<file path="config.mk">
export PLATFORM = sky130hd
export DESIGN_NAME = styled_thick_line_rasterizer_core
export DESIGN_NICKNAME = d
export VERILOG_FILES = /design/src/hdl/stlr_pkg.sv /design/src/hdl/styled_thick_line_rasterizer_core.sv
export SDC_FILE = /design/constraint.sdc
export NUM_CORES = 1
export LEC_CHECK = 0
export BUFFER_PORTS_ARGS = -buffer_cell sky130_fd_sc_hd__buf_2
export CAP_MARGIN = 20
export CORE_MARGIN = 4
export CORE_UTILIZATION = 42
export DETAILED_ROUTE_END_ITERATION = 16
export PLACE_DENSITY = 0.7
export SLEW_MARGIN = 20
export SYNTH_ARGS = -nofsm -noshare
export SYNTH_HDL_FRONTEND = slang
export SYNTH_SLANG_ARGS = --single-unit
export TNS_END_PERCENT = 50
</file>
<file path="constraint.sdc">
create_clock -name clk -period 5.52 [get_ports clk]
set_input_delay 0.552 -clock clk [delete_from_list [all_inputs] [get_ports clk]]
set_output_delay 0.552 -clock clk [all_outputs]
set_load 0.01 [all_outputs]
</file>
<file path="src/hdl/stlr_pkg.sv">
// Package for the styled thick line rasterizer: coordinate and counter widths,
// register indexes, style and operation codes, and register reset values.
// No dependencies; imported by the core and its checker.
`timescale 1ns / 1ps
`default_nettype none

package stlr_pkg;

    // coordinate and decision term widths
    localparam int COORD_BITS = 12;
    localparam int DEC_BITS   = COORD_BITS + 2;
    localparam int MAX_WIDTH  = 16;
    localparam int WIDX_BITS  = (MAX_WIDTH > 1) ? $clog2(MAX_WIDTH) : 1;

    // stream payload widths
    localparam int IN_DATA_BITS  = 4 * COORD_BITS;
    localparam int IN_TDATA_W    = ((IN_DATA_BITS + 7) / 8) * 8;
    localparam int OUT_DATA_BITS = 2 * COORD_BITS;
    localparam int OUT_TDATA_W   = ((OUT_DATA_BITS + 7) / 8) * 8;

    // register field widths
    localparam int LW_BITS    = 5;
    localparam int STYLE_BITS = 2;
    localparam int CNT_BITS   = 6;
    localparam int DASH_BITS  = 7;
    localparam int CFG_IDX_W  = 3;
    localparam int CFG_DATA_W = 6;

    // register indexes
    localparam logic [CFG_IDX_W-1:0] REG_LINE_WIDTH  = 3'd0;
    localparam logic [CFG_IDX_W-1:0] REG_LINE_STYLE  = 3'd1;
    localparam logic [CFG_IDX_W-1:0] REG_DOT_PERIOD  = 3'd2;
    localparam logic [CFG_IDX_W-1:0] REG_DASH_LENGTH = 3'd3;
    localparam logic [CFG_IDX_W-1:0] REG_GAP_LENGTH  = 3'd4;

    // line styles
    localparam logic [STYLE_BITS-1:0] STYLE_SOLID  = 2'd0;
    localparam logic [STYLE_BITS-1:0] STYLE_DOTTED = 2'd1;
    localparam logic [STYLE_BITS-1:0] STYLE_DASHED = 2'd2;

    // input operations
    localparam logic OP_LOAD    = 1'b0;
    localparam logic OP_ADVANCE = 1'b1;

    // register reset values
    localparam logic [LW_BITS-1:0]    RST_LINE_WIDTH  = 5'd1;
    localparam logic [STYLE_BITS-1:0] RST_LINE_STYLE  = STYLE_SOLID;
    localparam logic [CNT_BITS-1:0]   RST_DOT_PERIOD  = 6'd10;
    localparam logic [CNT_BITS-1:0]   RST_DASH_LENGTH = 6'd10;
    localparam logic [CNT_BITS-1:0]   RST_GAP_LENGTH  = 6'd15;

    // output tuser bit positions
    localparam int USER_PLOT = 0;
    localparam int USER_IDLE = 1;

endpackage

`default_nettype wire

</file>
<file path="src/hdl/styled_thick_line_rasterizer_core.sv">
// Styled thick line rasterizer core: Bresenham walk with width, dot and dash
// patterns, one pixel word per advance command.
// Depends on stlr_pkg.
//
// Usage:
//   s_axis carries commands. tuser is the operation: load latches the two
//   endpoints in tdata and starts a new line (no output word); advance emits
//   one pixel word on m_axis. An advance with no line active emits an idle
//   word (tuser idle bit set, everything else zero).
//   m_axis tdata is the pixel position, tuser holds plot and idle, tlast
//   marks the final pixel of the line.
//   cfg_we/cfg_index/cfg_data write the style registers; write them only
//   while no command is in flight.
// Timing:
//   An advance's output word becomes valid in the cycle after the command is accepted.
//   Throughput is one command per cycle while the output is not stalled: the walk
//   state (position, decision term, counters) updates by one adder step per accepted
//   advance, and the output register is refilled in the same cycle it is drained.
//   A solid or dashed step of width w takes w advance commands.
// Reset and stall:
//   rst_n clears the walk state and output valid, and restores the register
//   defaults. When a valid output word is not taken (m_axis_tready low) it holds and
//   s_axis_tready drops, so no command is taken until the word is consumed.
`timescale 1ns / 1ps
`default_nettype none

module styled_thick_line_rasterizer_core
    import stlr_pkg::*;
(
    input  wire logic                   clk,
    input  wire logic                   rst_n,
    // command stream
    input  wire logic                   s_axis_tvalid,
    output logic                        s_axis_tready,
    // tdata: start_x, start_y, end_x, end_y
    input  wire logic [IN_TDATA_W-1:0]  s_axis_tdata,
    // tuser: op
    input  wire logic                   s_axis_tuser,
    // pixel stream
    output logic                        m_axis_tvalid,
    input  wire logic                   m_axis_tready,
    // tdata: pixel_x, pixel_y
    output logic [OUT_TDATA_W-1:0]      m_axis_tdata,
    // tuser: plot, idle
    output logic [1:0]                  m_axis_tuser,
    // tlast: last
    output logic                        m_axis_tlast,
    // register write port
    input  wire logic                   cfg_we,
    input  wire logic [CFG_IDX_W-1:0]   cfg_index,
    input  wire logic [CFG_DATA_W-1:0]  cfg_data
);

    // configuration registers
    logic [LW_BITS-1:0]    line_width_reg;
    logic [STYLE_BITS-1:0] line_style_reg;
    logic [CNT_BITS-1:0]   dot_period_reg;
    logic [CNT_BITS-1:0]   dash_length_reg;
    logic [CNT_BITS-1:0]   gap_length_reg;

    // walk state
    logic                         active_reg, active_next;
    logic [COORD_BITS-1:0]        cur_x_reg, cur_x_next;
    logic [COORD_BITS-1:0]        cur_y_reg, cur_y_next;
    logic [COORD_BITS-1:0]        major_reg, major_next;
    logic [COORD_BITS-1:0]        minor_reg, minor_next;
    logic signed [DEC_BITS-1:0]   decision_reg, decision_next;
    logic [COORD_BITS-1:0]        steps_left_reg, steps_left_next;
    logic                         neg_x_reg, neg_x_next;
    logic                         neg_y_reg, neg_y_next;
    logic                         flip_reg, flip_next;
    logic [WIDX_BITS-1:0]         width_index_reg, width_index_next;
    logic [CNT_BITS-1:0]          dot_counter_reg, dot_counter_next;
    logic [DASH_BITS-1:0]         dash_counter_reg, dash_counter_next;
    logic                         in_gap_reg, in_gap_next;
    logic [CNT_BITS-1:0]          gap_counter_reg, gap_counter_next;

    // output register
    logic                         out_valid_reg, out_valid_next;
    logic [COORD_BITS-1:0]        out_x_reg, out_x_next;
    logic [COORD_BITS-1:0]        out_y_reg, out_y_next;
    logic                         out_plot_reg, out_plot_next;
    logic                         out_last_reg, out_last_next;
    logic                         out_idle_reg, out_idle_next;

    logic in_accept;

    // endpoint fields
    logic signed [COORD_BITS-1:0] start_x, start_y, end_x, end_y;
    logic signed [COORD_BITS:0]   diff_x, diff_y;
    logic [COORD_BITS-1:0]        abs_x, abs_y;
    logic                         load_flip;
    logic [COORD_BITS-1:0]        load_major, load_minor;
    logic signed [DEC_BITS-1:0]   load_decision;

    // per-pixel pattern logic
    logic [7:0]                   width_eff;
    logic                         width_done;
    logic [WIDX_BITS-1:0]         offset;
    logic                         plot;
    logic                         step_done;
    logic [DASH_BITS-1:0]         dash_mid;
    logic [CNT_BITS-1:0]          gap_mid;
    logic                         in_gap_mid;
    logic [DASH_BITS-1:0]         dash_eff;
    logic [CNT_BITS-1:0]          gap_eff;
    logic [CNT_BITS-1:0]          dot_eff;
    logic [CNT_BITS:0]            dot_inc;
    logic [COORD_BITS-1:0]        pix_x, pix_y;
    logic [COORD_BITS-1:0]        x_stepped, y_stepped;
    logic signed [DEC_BITS-1:0]   two_minor, two_major;

    // handshake
    assign in_accept     = s_axis_tvalid && s_axis_tready;
    assign s_axis_tready = !out_valid_reg || m_axis_tready;

    // register writes
    always_ff @(posedge clk or negedge rst_n)
    begin
        if (!rst_n)
        begin
            line_width_reg  <= RST_LINE_WIDTH;
            line_style_reg  <= RST_LINE_STYLE;
            dot_period_reg  <= RST_DOT_PERIOD;
            dash_length_reg <= RST_DASH_LENGTH;
            gap_length_reg  <= RST_GAP_LENGTH;
        end
        else if (cfg_we)
        begin
            unique case (cfg_index)
                REG_LINE_WIDTH:  line_width_reg  <= cfg_data[LW_BITS-1:0];
                REG_LINE_STYLE:  line_style_reg  <= cfg_data[STYLE_BITS-1:0];
                REG_DOT_PERIOD:  dot_period_reg  <= cfg_data[CNT_BITS-1:0];
                REG_DASH_LENGTH: dash_length_reg <= cfg_data[CNT_BITS-1:0];
                REG_GAP_LENGTH:  gap_length_reg  <= cfg_data[CNT_BITS-1:0];
                default:         ;
            endcase
        end
    end

    // line setup from endpoints
    assign start_x = s_axis_tdata[COORD_BITS-1:0];
    assign start_y = s_axis_tdata[2*COORD_BITS-1:COORD_BITS];
    assign end_x   = s_axis_tdata[3*COORD_BITS-1:2*COORD_BITS];
    assign end_y   = s_axis_tdata[4*COORD_BITS-1:3*COORD_BITS];

    assign diff_x = {end_x[COORD_BITS-1], end_x} - {start_x[COORD_BITS-1], start_x};
    assign diff_y = {end_y[COORD_BITS-1], end_y} - {start_y[COORD_BITS-1], start_y};
    assign abs_x  = diff_x[COORD_BITS] ? COORD_BITS'(-diff_x) : diff_x[COORD_BITS-1:0];
    assign abs_y  = diff_y[COORD_BITS] ? COORD_BITS'(-diff_y) : diff_y[COORD_BITS-1:0];

    assign load_flip     = abs_y > abs_x;
    assign load_major    = load_flip ? abs_y : abs_x;
    assign load_minor    = load_flip ? abs_x : abs_y;
    assign load_decision = $signed(DEC_BITS'({load_minor, 1'b0}))
                           - $signed(DEC_BITS'(load_major));

    // effective register values
    assign width_eff = (line_width_reg == '0) ? 8'd1 :
                       ((8'(line_width_reg) > 8'(MAX_WIDTH)) ? 8'(MAX_WIDTH) :
                        8'(line_width_reg));
    assign width_done = (8'(width_index_reg) + 8'd1) >= width_eff;
    assign dash_eff   = DASH_BITS'((dash_length_reg == '0) ? CNT_BITS'(1) : dash_length_reg);
    assign gap_eff    = (gap_length_reg == '0) ? CNT_BITS'(1) : gap_length_reg;
    assign dot_eff    = (dot_period_reg == '0) ? CNT_BITS'(1) : dot_period_reg;
    assign dot_inc    = (CNT_BITS+1)'(dot_counter_reg) + (CNT_BITS+1)'(1);

    // style pattern for the current pixel
    always_comb
    begin
        offset     = width_index_reg;
        plot       = 1'b1;
        step_done  = width_done;
        dash_mid   = dash_counter_reg;
        gap_mid    = gap_counter_reg;
        in_gap_mid = in_gap_reg;
        case (line_style_reg)
            STYLE_DOTTED:
            begin
                offset    = '0;
                plot      = (dot_counter_reg == '0);
                step_done = 1'b1;
            end
            STYLE_DASHED:
            begin
                if ((dash_counter_reg != dash_eff) && !in_gap_reg)
                begin
                    plot = 1'b1;
                end
                else
                begin
                    plot       = 1'b0;
                    in_gap_mid = 1'b1;
                    gap_mid    = gap_counter_reg + CNT_BITS'(1);
                    if (gap_mid == gap_eff)
                    begin
                        dash_mid   = '0;
                        gap_mid    = '0;
                        in_gap_mid = 1'b0;
                    end
                end
            end
            default:
            begin
                plot = 1'b1;
            end
        endcase
    end

    // pixel position with width offset across the minor axis
    assign pix_x = flip_reg ? (cur_x_reg + COORD_BITS'(offset)) : cur_x_reg;
    assign pix_y = flip_reg ? cur_y_reg : (cur_y_reg + COORD_BITS'(offset));

    // one Bresenham step
    assign x_stepped = neg_x_reg ? (cur_x_reg - COORD_BITS'(1)) : (cur_x_reg + COORD_BITS'(1));
    assign y_stepped = neg_y_reg ? (cur_y_reg - COORD_BITS'(1)) : (cur_y_reg + COORD_BITS'(1));
    assign two_minor = $signed(DEC_BITS'({minor_reg, 1'b0}));
    assign two_major = $signed(DEC_BITS'({major_reg, 1'b0}));

    // next state
    always_comb
    begin
        active_next       = active_reg;
        cur_x_next        = cur_x_reg;
        cur_y_next        = cur_y_reg;
        major_next        = major_reg;
        minor_next        = minor_reg;
        decision_next     = decision_reg;
        steps_left_next   = steps_left_reg;
        neg_x_next        = neg_x_reg;
        neg_y_next        = neg_y_reg;
        flip_next         = flip_reg;
        width_index_next  = width_index_reg;
        dot_counter_next  = dot_counter_reg;
        dash_counter_next = dash_counter_reg;
        in_gap_next       = in_gap_reg;
        gap_counter_next  = gap_counter_reg;

        out_valid_next = out_valid_reg && !m_axis_tready;
        out_x_next     = out_x_reg;
        out_y_next     = out_y_reg;
        out_plot_next  = out_plot_reg;
        out_last_next  = out_last_reg;
        out_idle_next  = out_idle_reg;

        if (in_accept)
        begin
            if (s_axis_tuser == OP_LOAD)
            begin
                // new line replaces any active one
                active_next       = 1'b1;
                cur_x_next        = start_x;
                cur_y_next        = start_y;
                major_next        = load_major;
                minor_next        = load_minor;
                decision_next     = load_decision;
                steps_left_next   = load_major;
                neg_x_next        = diff_x[COORD_BITS];
                neg_y_next        = diff_y[COORD_BITS];
                flip_next         = load_flip;
                width_index_next  = '0;
                dot_counter_next  = '0;
                dash_counter_next = '0;
                in_gap_next       = 1'b0;
                gap_counter_next  = '0;
            end
            else if (!active_reg)
            begin
                // idle word
                out_valid_next = 1'b1;
                out_x_next     = '0;
                out_y_next     = '0;
                out_plot_next  = 1'b0;
                out_last_next  = 1'b0;
                out_idle_next  = 1'b1;
            end
            else
            begin
                out_valid_next = 1'b1;
                out_x_next     = pix_x;
                out_y_next     = pix_y;
                out_plot_next  = plot;
                out_last_next  = step_done && (steps_left_reg == '0);
                out_idle_next  = 1'b0;

                dash_counter_next = dash_mid;
                gap_counter_next  = gap_mid;
                in_gap_next       = in_gap_mid;

                if (!step_done)
                begin
                    width_index_next = width_index_reg + WIDX_BITS'(1);
                end
                else
                begin
                    width_index_next  = '0;
                    dot_counter_next  = (dot_inc >= (CNT_BITS+1)'(dot_eff)) ? '0 :
                                        dot_inc[CNT_BITS-1:0];
                    dash_counter_next = dash_mid + DASH_BITS'(1);
                    if (steps_left_reg == '0)
                    begin
                        active_next = 1'b0;
                    end
                    else
                    begin
                        // minor axis moves only when the decision term is non-negative
                        if (decision_reg < 0)
                        begin
                            if (flip_reg)
                            begin
                                cur_y_next = y_stepped;
                            end
                            else
                            begin
                                cur_x_next = x_stepped;
                            end
                            decision_next = decision_reg + two_minor;
                        end
                        else
                        begin
                            cur_x_next    = x_stepped;
                            cur_y_next    = y_stepped;
                            decision_next = decision_reg + two_minor - two_major;
                        end
                        steps_left_next = steps_left_reg - COORD_BITS'(1);
                    end
                end
            end
        end
    end

    // state and output registers
    always_ff @(posedge clk or negedge rst_n)
    begin
        if (!rst_n)
        begin
            active_reg       <= 1'b0;
            cur_x_reg        <= '0;
            cur_y_reg        <= '0;
            major_reg        <= '0;
            minor_reg        <= '0;
            decision_reg     <= '0;
            steps_left_reg   <= '0;
            neg_x_reg        <= 1'b0;
            neg_y_reg        <= 1'b0;
            flip_reg         <= 1'b0;
            width_index_reg  <= '0;
            dot_counter_reg  <= '0;
            dash_counter_reg <= '0;
            in_gap_reg       <= 1'b0;
            gap_counter_reg  <= '0;
            out_valid_reg    <= 1'b0;
        end
        else
        begin
            active_reg       <= active_next;
            cur_x_reg        <= cur_x_next;
            cur_y_reg        <= cur_y_next;
            major_reg        <= major_next;
            minor_reg        <= minor_next;
            decision_reg     <= decision_next;
            steps_left_reg   <= steps_left_next;
            neg_x_reg        <= neg_x_next;
            neg_y_reg        <= neg_y_next;
            flip_reg         <= flip_next;
            width_index_reg  <= width_index_next;
            dot_counter_reg  <= dot_counter_next;
            dash_counter_reg <= dash_counter_next;
            in_gap_reg       <= in_gap_next;
            gap_counter_reg  <= gap_counter_next;
            out_valid_reg    <= out_valid_next;
        end
    end

    // output payload
    always_ff @(posedge clk)
    begin
        out_x_reg    <= out_x_next;
        out_y_reg    <= out_y_next;
        out_plot_reg <= out_plot_next;
        out_last_reg <= out_last_next;
        out_idle_reg <= out_idle_next;
    end

    assign m_axis_tvalid = out_valid_reg;
    assign m_axis_tdata  = OUT_TDATA_W'({out_y_reg, out_x_reg});
    assign m_axis_tuser  = {out_idle_reg, out_plot_reg};
    assign m_axis_tlast  = out_last_reg;

endmodule

`default_nettype wire

</file>
==> results of run 1 <==
-- cell usage after synthesis (30+ instances only) --
| master | n | area share [%] |
|---|---|---|
| sky130_fd_sc_hd__nor3_1 | 31 | 1.2 |
| sky130_fd_sc_hd__o21ai_0 | 123 | 4.9 |
| sky130_fd_sc_hd__dfrtp_1 | 118 | 23 |
| sky130_fd_sc_hd__ha_1 | 113 | 11 |
| sky130_fd_sc_hd__nor2_1 | 126 | 3.7 |
| sky130_fd_sc_hd__a21oi_1 | 116 | 4.6 |
| sky130_fd_sc_hd__nand3_1 | 37 | 1.5 |
| sky130_fd_sc_hd__nand2_1 | 171 | 5.1 |
| sky130_fd_sc_hd__xor2_1 | 35 | 2.4 |
| sky130_fd_sc_hd__nand2b_1 | 30 | 1.5 |
| sky130_fd_sc_hd__clkbuf_1 | 36 | 1.1 |
| sky130_fd_sc_hd__inv_1 | 112 | 3.3 |
| sky130_fd_sc_hd__xnor2_1 | 79 | 5.5 |
-- path summary, 6_finish.rpt --
check / start / end / slack, ns / cells past startpoint
setup / recovery: s_axis_tdata[24] / decision_reg[12] / -0.36 / 30
hold / removal: rst_n / width_index_reg[1] / 0.15 / 1
setup reg to reg: minor_reg[0] / decision_reg[13] / 1.15 / 21
hold reg to reg: major_reg[5] / major_reg[5] / 0.48 / 2
max in group asynchronous: rst_n / major_reg[2] / 4.20 / 2
min in group clk: cfg_data[5] / dot_period_reg[5] / 0.39 / 3
-- power breakdown --
group          switching [uW]  internal [uW]  total, uW
logic                    3330           3070       6400
registers                 351           1560       1910
clock network             513            691       1200
total                    4200           5320       9510
-- per-stage QoR --
stage / setup TNS, ns / area, um^2 / hold slack, ns / utilization [%]
floorplan: -6.56 / 12800 / 0.256 / -
global placement: -6.11 / 14900 / 0.458 / 50.4
detailed placement: -7.88 / 14900 / 0.466 / 50.4
CTS: -1.08 / 15800 / 0.344 / 53.2
global route: -4.51 / 15900 / 0.216 / 53.6
finish: -1.77 / 15900 / 0.153 / 53.6
-- worst reg2reg max path: cells and delay by family, from the launching register on --
kind / cells / cell delay (ns)
xor+xnor: 1 / 0.20
fa+ha+maj: 3 / 0.94
simple gates: 4 / 0.35
flops: 1 / 0.38
compound gates: 12 / 2.28
buf+inv: 1 / 0.08
-- cells in the final DEF (no fill, tap or decap), drive strengths merged, types with 31 or more instances in the layout --
cell | synthesis | routed
nand2 | 171 | 171
o21ai | 129 | 129
nor2 | 126 | 126
buf | 10 | 293
xor2 | 35 | 35
inv | 112 | 117
dfrtp | 118 | 118
a21oi | 117 | 117
xnor2 | 79 | 79
ha | 113 | 113
nor3 | 31 | 31
nand3 | 37 | 37
-- metal layers --
metal	part of all wire, %	GRT usage (%)	up-vias
met5	0	0	-
met3	4.3	2.92	62
li1	-	-	5802
met1	45	27.5	5681
met4	2.3	6.15	0
met2	48	36.6	291
-- logic make-up (layout without fill, tap and decap cells) --
| kind of cell | after synthesis | count (layout) |
|---|---|---|
| AOI/OAI and AO/OA | 405 | 405 |
| buffers and inverters | 159 | 438 |
| muxes | 50 | 50 |
| adders and majority gates | 126 | 126 |
| xor gates and xnor gates | 114 | 114 |
| DFF | 154 | 154 |
| other | 0 | 2 |
| and+or+nand+nor | 492 | 492 |
-- area by class of cell --
cell class	instances	area, um^2
diodes	2	5.00
clock buffers	19	443
clock inverters	13	155
fillers	2735	13800
inverters	113	437
multi-input cells	1187	8360
flip-flops and latches	154	4000
well taps	390	488
repair buffers	293	2000
-- what timing repair did --
action                                  in CTS  in global routing
gates resized for setup                     38                 16
pin swaps                                   32                 20
buffers inserted                             7                  5
endpoints found under the setup margin      11                 11
==> results.sh, run 1 <==
export IMPL_run_status="finished with violations"
export IMPL_violated_checks="setup timing"
export IMPL_rows=63
export IMPL_finalClockSkew_ns=0.0106
export IMPL_crit_top_cell="sky130_fd_sc_hd__a21oi_2"
export IMPL_final_setup_worst_slack_ns=-0.357
export IMPL_core_region_area_um2=29600
export IMPL_yosys_area_share_xor_xnor_pct=7.91
export IMPL_max_cap_violations=0
export IMPL_clk_insertion_delay_late_ns=0.42
export IMPL_start_util_pct=42.6
export IMPL_clk_path_buf_depth=2
export IMPL_total_leakage_power_uw=0.00750
export IMPL_setup_violations=10
export IMPL_synth_cells=1500
export IMPL_post_route_cells_drive_above_1_share_pct=24.3
export IMPL_synth_compound_gate_area_share_pct=20.2
export IMPL_initial_drc_count=747
export IMPL_synth_edff_count=27
export IMPL_hold_buffers=0
export IMPL_most_used_dff_post_synth="sky130_fd_sc_hd__dfrtp_1"
export IMPL_grt_remaining_overflow=0
export IMPL_cp_buffers_inverters=5
export IMPL_clock_sinks=154
export IMPL_grt_max_degree=80
export IMPL_detail_route_drc_violations=0
export IMPL_path_max_fanout=6
export IMPL_synth_yosys_seq_area_share_pct=31.7
export IMPL_final_period_utilization_pct=106
export IMPL_post_drt_via_cell_ratio=5.45
export IMPL_mean_cell_area_of_the_mapped_netlist_um2=8.41
export IMPL_timing_critical_path_required_ns=5.77
export IMPL_die_width_um=181
export IMPL_yosys_area_share_adder_pct=12.9
export IMPL_p_per_area_nw_per_um2=599
export IMPL_power_ir_vdd_worst_mv=0.398
export IMPL_grt_usage_pct=21.1
export IMPL_antenna_found_initial=2
export IMPL_mappedNetlistArea_um2=12600
export IMPL_numCtsBuffers=17
export IMPL_period_minus_slack_ns=5.88
export IMPL_synth_seq_cells=154
export IMPL_warnings_from_yosys=0
export IMPL_timing_worst_slew_pin_value_ns=0.978
export IMPL_place_gp_congestion=0.851
export IMPL_clk_pin_slew_ns=0.07
export IMPL_placedCellCount=2126
export IMPL_finalWirelength_um=35100
export IMPL_worstHoldPathType="input pin to asynchronous set/reset pin"
export IMPL_largest_register_ff_count=13
export IMPL_critPathArrivalTime_ns=6.13
export IMPL_ctsHtreeMaxLevel=4
export IMPL_cts_tree="yes"
export IMPL_placement_setup_worst_slack_ns=-0.918
export IMPL_combinational_family_with_the_most_area_after_synthesis="compound AO/OA/AOI/OAI gates"
export IMPL_dr_pass1_iters=6
export IMPL_ios=92
export IMPL_drv_slew=0
export IMPL_routed_wire_length_per_instance_um=16.2
export IMPL_clock_root_buffer="sky130_fd_sc_hd__clkbuf_16"
export IMPL_start_kind="input pin"
export IMPL_final_cells=2171
export IMPL_critPathCaptureType="flip-flop"
export IMPL_syn2layout_area_growth_pct=25.9
export IMPL_async_reset_ff_share_pct=82.5
export IMPL_post_layout_power_uw=9510
export IMPL_rsz0062_at_grt="yes"
export IMPL_grt_first_pass_wirelength_um=57600
export IMPL_synth_cell_type_count=85
export IMPL_finalHoldViolations=0
export IMPL_antenna_violating_nets_post_route=0
export IMPL_critical_path_slowest_cell="sky130_fd_sc_hd__a2111oi_4"
export IMPL_worst_slew_margin_rel_pct=34.8
export IMPL_synth_nets=1685
export IMPL_hpwl_um=26900
export IMPL_max_freq_mhz=170
export IMPL_critPathKind="input pin to flip-flop"
export IMPL_dieArea_um2=32900
export IMPL_num_nets_final=1951
export IMPL_crit_family="compound AO/OA/AOI/OAI gates"
export IMPL_detailroute_via_count=11800
export IMPL_synth_area_mux_share_pct=4.20
export IMPL_chipHeight_um=181
export IMPL_placement_io_buffers=91
export IMPL_synth_simple_gate_area_share_pct=18.2
export IMPL_number_of_global_route_vias_before_repair=11900
export IMPL_slowest_delay_ns=0.42
Note: power is estimated with default switching activity, not from simulation.
==> run 2: changes to the inputs <==
--- a/config.mk
+++ b/config.mk
@@ -8,9 +8,10 @@
 export BUFFER_PORTS_ARGS = -buffer_cell sky130_fd_sc_hd__buf_2
 export CAP_MARGIN = 20
 export CORE_MARGIN = 4
-export CORE_UTILIZATION = 42
+export CORE_UTILIZATION = 35
 export DETAILED_ROUTE_END_ITERATION = 16
-export PLACE_DENSITY = 0.7
+export MAX_ROUTING_LAYER = met4
+export PLACE_DENSITY = 0.62
 export SLEW_MARGIN = 20
 export SYNTH_ARGS = -nofsm -noshare
 export SYNTH_HDL_FRONTEND = slang
==> run 2 against run 1 <==
Die area increased by 19%. Largest power group unchanged. Highest routed layer unchanged. Non-clock buffer count decreased by 1. Via count decreased by 1.7%. Clock-buffer cell count decreased by 2. Final cell count increased by 3.2%. Hold slack improved by 0.14 ns. Maximum frequency increased by 0.12%. The flow still finishes with violations (setup timing).
==> results.sh, run 2 (synthesis gave the netlist of run 1 again) <==
export IMPL_run_status="finished with violations"
export IMPL_violated_checks="setup timing"
export IMPL_ctsHtreeMaxLevel=4
export IMPL_max_cap_violations=0
export IMPL_clk_insertion_delay_late_ns=0.43
export IMPL_initial_drc_count=644
export IMPL_num_nets_final=1950
export IMPL_critPathKind="input pin to flip-flop"
export IMPL_timing_rr_end="decision_reg[13]"
export IMPL_hold_buffers=0
export IMPL_critPathCaptureType="flip-flop"
export IMPL_drv_slew=0
export IMPL_power_ir_vdd_worst_mv=0.392
export IMPL_rsz0062_at_grt="yes"
export IMPL_total_leakage_power_uw=0.00752
export IMPL_layout_cells_most_common_list="sky130_fd_sc_hd__buf_4, sky130_fd_sc_hd__nand2_1, sky130_fd_sc_hd__dfrtp_1"
export IMPL_finalHoldViolations=0
export IMPL_dr_pass1_iters=5
export IMPL_timing_critical_path_required_ns=5.79
export IMPL_final_setup_worst_slack_ns=-0.350
export IMPL_numCtsBuffers=17
export IMPL_post_drt_via_cell_ratio=5.19
export IMPL_core_region_area_um2=35600
export IMPL_mostFrequentLayoutCell="sky130_fd_sc_hd__buf_4"
export IMPL_clock_sinks=154
export IMPL_clk_pin_slew_ns=0.07
export IMPL_grt_max_degree=66
export IMPL_grt_usage_pct=18.7
export IMPL_place_gp_congestion=0.869
export IMPL_routed_wire_length_per_instance_um=15.8
export IMPL_critPathArrivalTime_ns=6.14
export IMPL_post_route_cells_drive_above_1_share_pct=24.8
export IMPL_period_minus_slack_ns=5.87
export IMPL_rows=69
export IMPL_placement_io_buffers=91
export IMPL_largest_register_ff_count=13
export IMPL_die_width_um=198
export IMPL_placedCellCount=2193
export IMPL_start_kind="input pin"
export IMPL_final_cells=2240
export IMPL_slowest_delay_ns=0.40
export IMPL_worst_hold_slack_ns=0.293
export IMPL_timing_worst_slew_pin_value_ns=1.04
export IMPL_antenna_found_initial=0
export IMPL_final_period_utilization_pct=106
export IMPL_critical_path_slowest_cell="sky130_fd_sc_hd__or3b_4"
export IMPL_setup_total_negative_slack_ns=-1.80
export IMPL_setup_violations=7
export IMPL_grt_first_pass_wirelength_um=58500
export IMPL_clk_path_buf_depth=2
export IMPL_finalWirelength_um=35300
export IMPL_syn2layout_area_growth_pct=27.4
export IMPL_fillerInstances=3470
export IMPL_worstHoldPathType="input pin to asynchronous set/reset pin"
export IMPL_number_of_global_route_vias_before_repair=11600
export IMPL_finalClockSkew_ns=0.0152
export IMPL_ios=92
export IMPL_antenna_violating_nets_post_route=0
export IMPL_detailroute_via_count=11600
export IMPL_regToRegStartpoint="minor_reg[0]"
export IMPL_grt_remaining_overflow=0
export IMPL_start_util_pct=35.5
export IMPL_p_per_area_nw_per_um2=600
export IMPL_crit_family="compound AO/OA/AOI/OAI gates"
export IMPL_worst_slew_margin_rel_pct=30.3
export IMPL_cts_tree="yes"
export IMPL_hpwl_um=27600
export IMPL_r2r_worst_path_depth=20
export IMPL_clock_root_buffer="sky130_fd_sc_hd__clkbuf_16"
export IMPL_detail_route_drc_violations=0
export IMPL_worst_r2r_setup_slack_ns=1.18
export IMPL_cp_buffers_inverters=2
export IMPL_max_freq_mhz=170
export IMPL_path_max_fanout=6
export IMPL_chipHeight_um=198
export IMPL_crit_path_start="s_axis_tdata[12]"
export IMPL_dieArea_um2=39200
==> run 2: worst reg2reg max path, stage by stage (launching register included) <==
cell and delay (ns):
sky130_fd_sc_hd__dfrtp_1 0.38, sky130_fd_sc_hd__ha_1 0.23, sky130_fd_sc_hd__fa_1 0.41, sky130_fd_sc_hd__a21o_1 0.19, sky130_fd_sc_hd__a21oi_1 0.24, sky130_fd_sc_hd__o21bai_1 0.13
sky130_fd_sc_hd__a21oi_1 0.27, sky130_fd_sc_hd__o21bai_1 0.11, sky130_fd_sc_hd__a21oi_1 0.27, sky130_fd_sc_hd__xnor2_1 0.19, sky130_fd_sc_hd__ha_1 0.30, sky130_fd_sc_hd__nor2b_1 0.15
sky130_fd_sc_hd__o21a_1 0.18, sky130_fd_sc_hd__o21ai_0 0.21, sky130_fd_sc_hd__nand2b_1 0.09, sky130_fd_sc_hd__a21oi_1 0.21, sky130_fd_sc_hd__nor3_1 0.07, sky130_fd_sc_hd__o21ai_0 0.29
sky130_fd_sc_hd__nand2_1 0.11, sky130_fd_sc_hd__a21oi_2 0.11, sky130_fd_sc_hd__o22ai_1 0.07
==> run 2: per-layer routing <==
layer / wire (um) / GRT usage, % / vias to the layer above / share of wire (%)
li1: - / - / 5794 / -
met1: 17000 / 25.0 / 5599 / 48
met2: 16800 / 30.7 / 196 / 47
met3: 1080 / 2.13 / 40 / 3.0
met4: 554 / 4.28 / 0 / 1.6
met5: 0 / - / - / 0
==> run 2: power breakdown <==
| group | internal, uW | switching (uW) |
|---|---|---|
| combinational | 3140 | 3380 |
| sequential | 1560 | 358 |
| clock | 622 | 583 |
==> run 2: worst max-delay path by stage <==
stage	slack, ns	depth (start not counted)	end
finish	-0.35	31	decision_reg[12]
floorplan	-1.01	36	decision_reg[12]
detailed placement	-0.93	30	decision_reg[12]
CTS	-0.25	31	decision_reg[11]
global route	-0.67	31	decision_reg[12]
global placement	-0.77	30	decision_reg[12]
==> run 2: final cells by class <==
type	count	area, um^2	share of cell area [%]
multi-input cells	1187	8450	52.6
flip-flops and latches	154	4000	24.9
repair buffers	292	2000	12.4
well taps	461	577	3.59
inverters	113	437	2.72
clock buffers	17	425	2.65
clock inverters	15	189	1.18
diodes	1	2.50	0.0156
==> run 2: per-stage QoR <==
stage / worst slack (ns) / utilization [%] / area, um^2 / power, uW
after CTS: -0.252 / 44.6 / 15900 / 9330
after detailed placement: -0.932 / 42.2 / 15000 / 7830
after global routing: -0.666 / 45.2 / 16100 / 10500
after global placement: -0.771 / 42.2 / 15000 / 7650
after floorplan: -1.01 / - / 12800 / 6070
final: -0.350 / 45.2 / 16100 / 9640
==> run 2: repair_timing <==
action	CTS	global route
pin swaps	22	19
hold endpoints to repair	0	0
buffers inserted	11	4
setup endpoints to repair	11	11
cloned	0	0
gates resized for setup	36	35
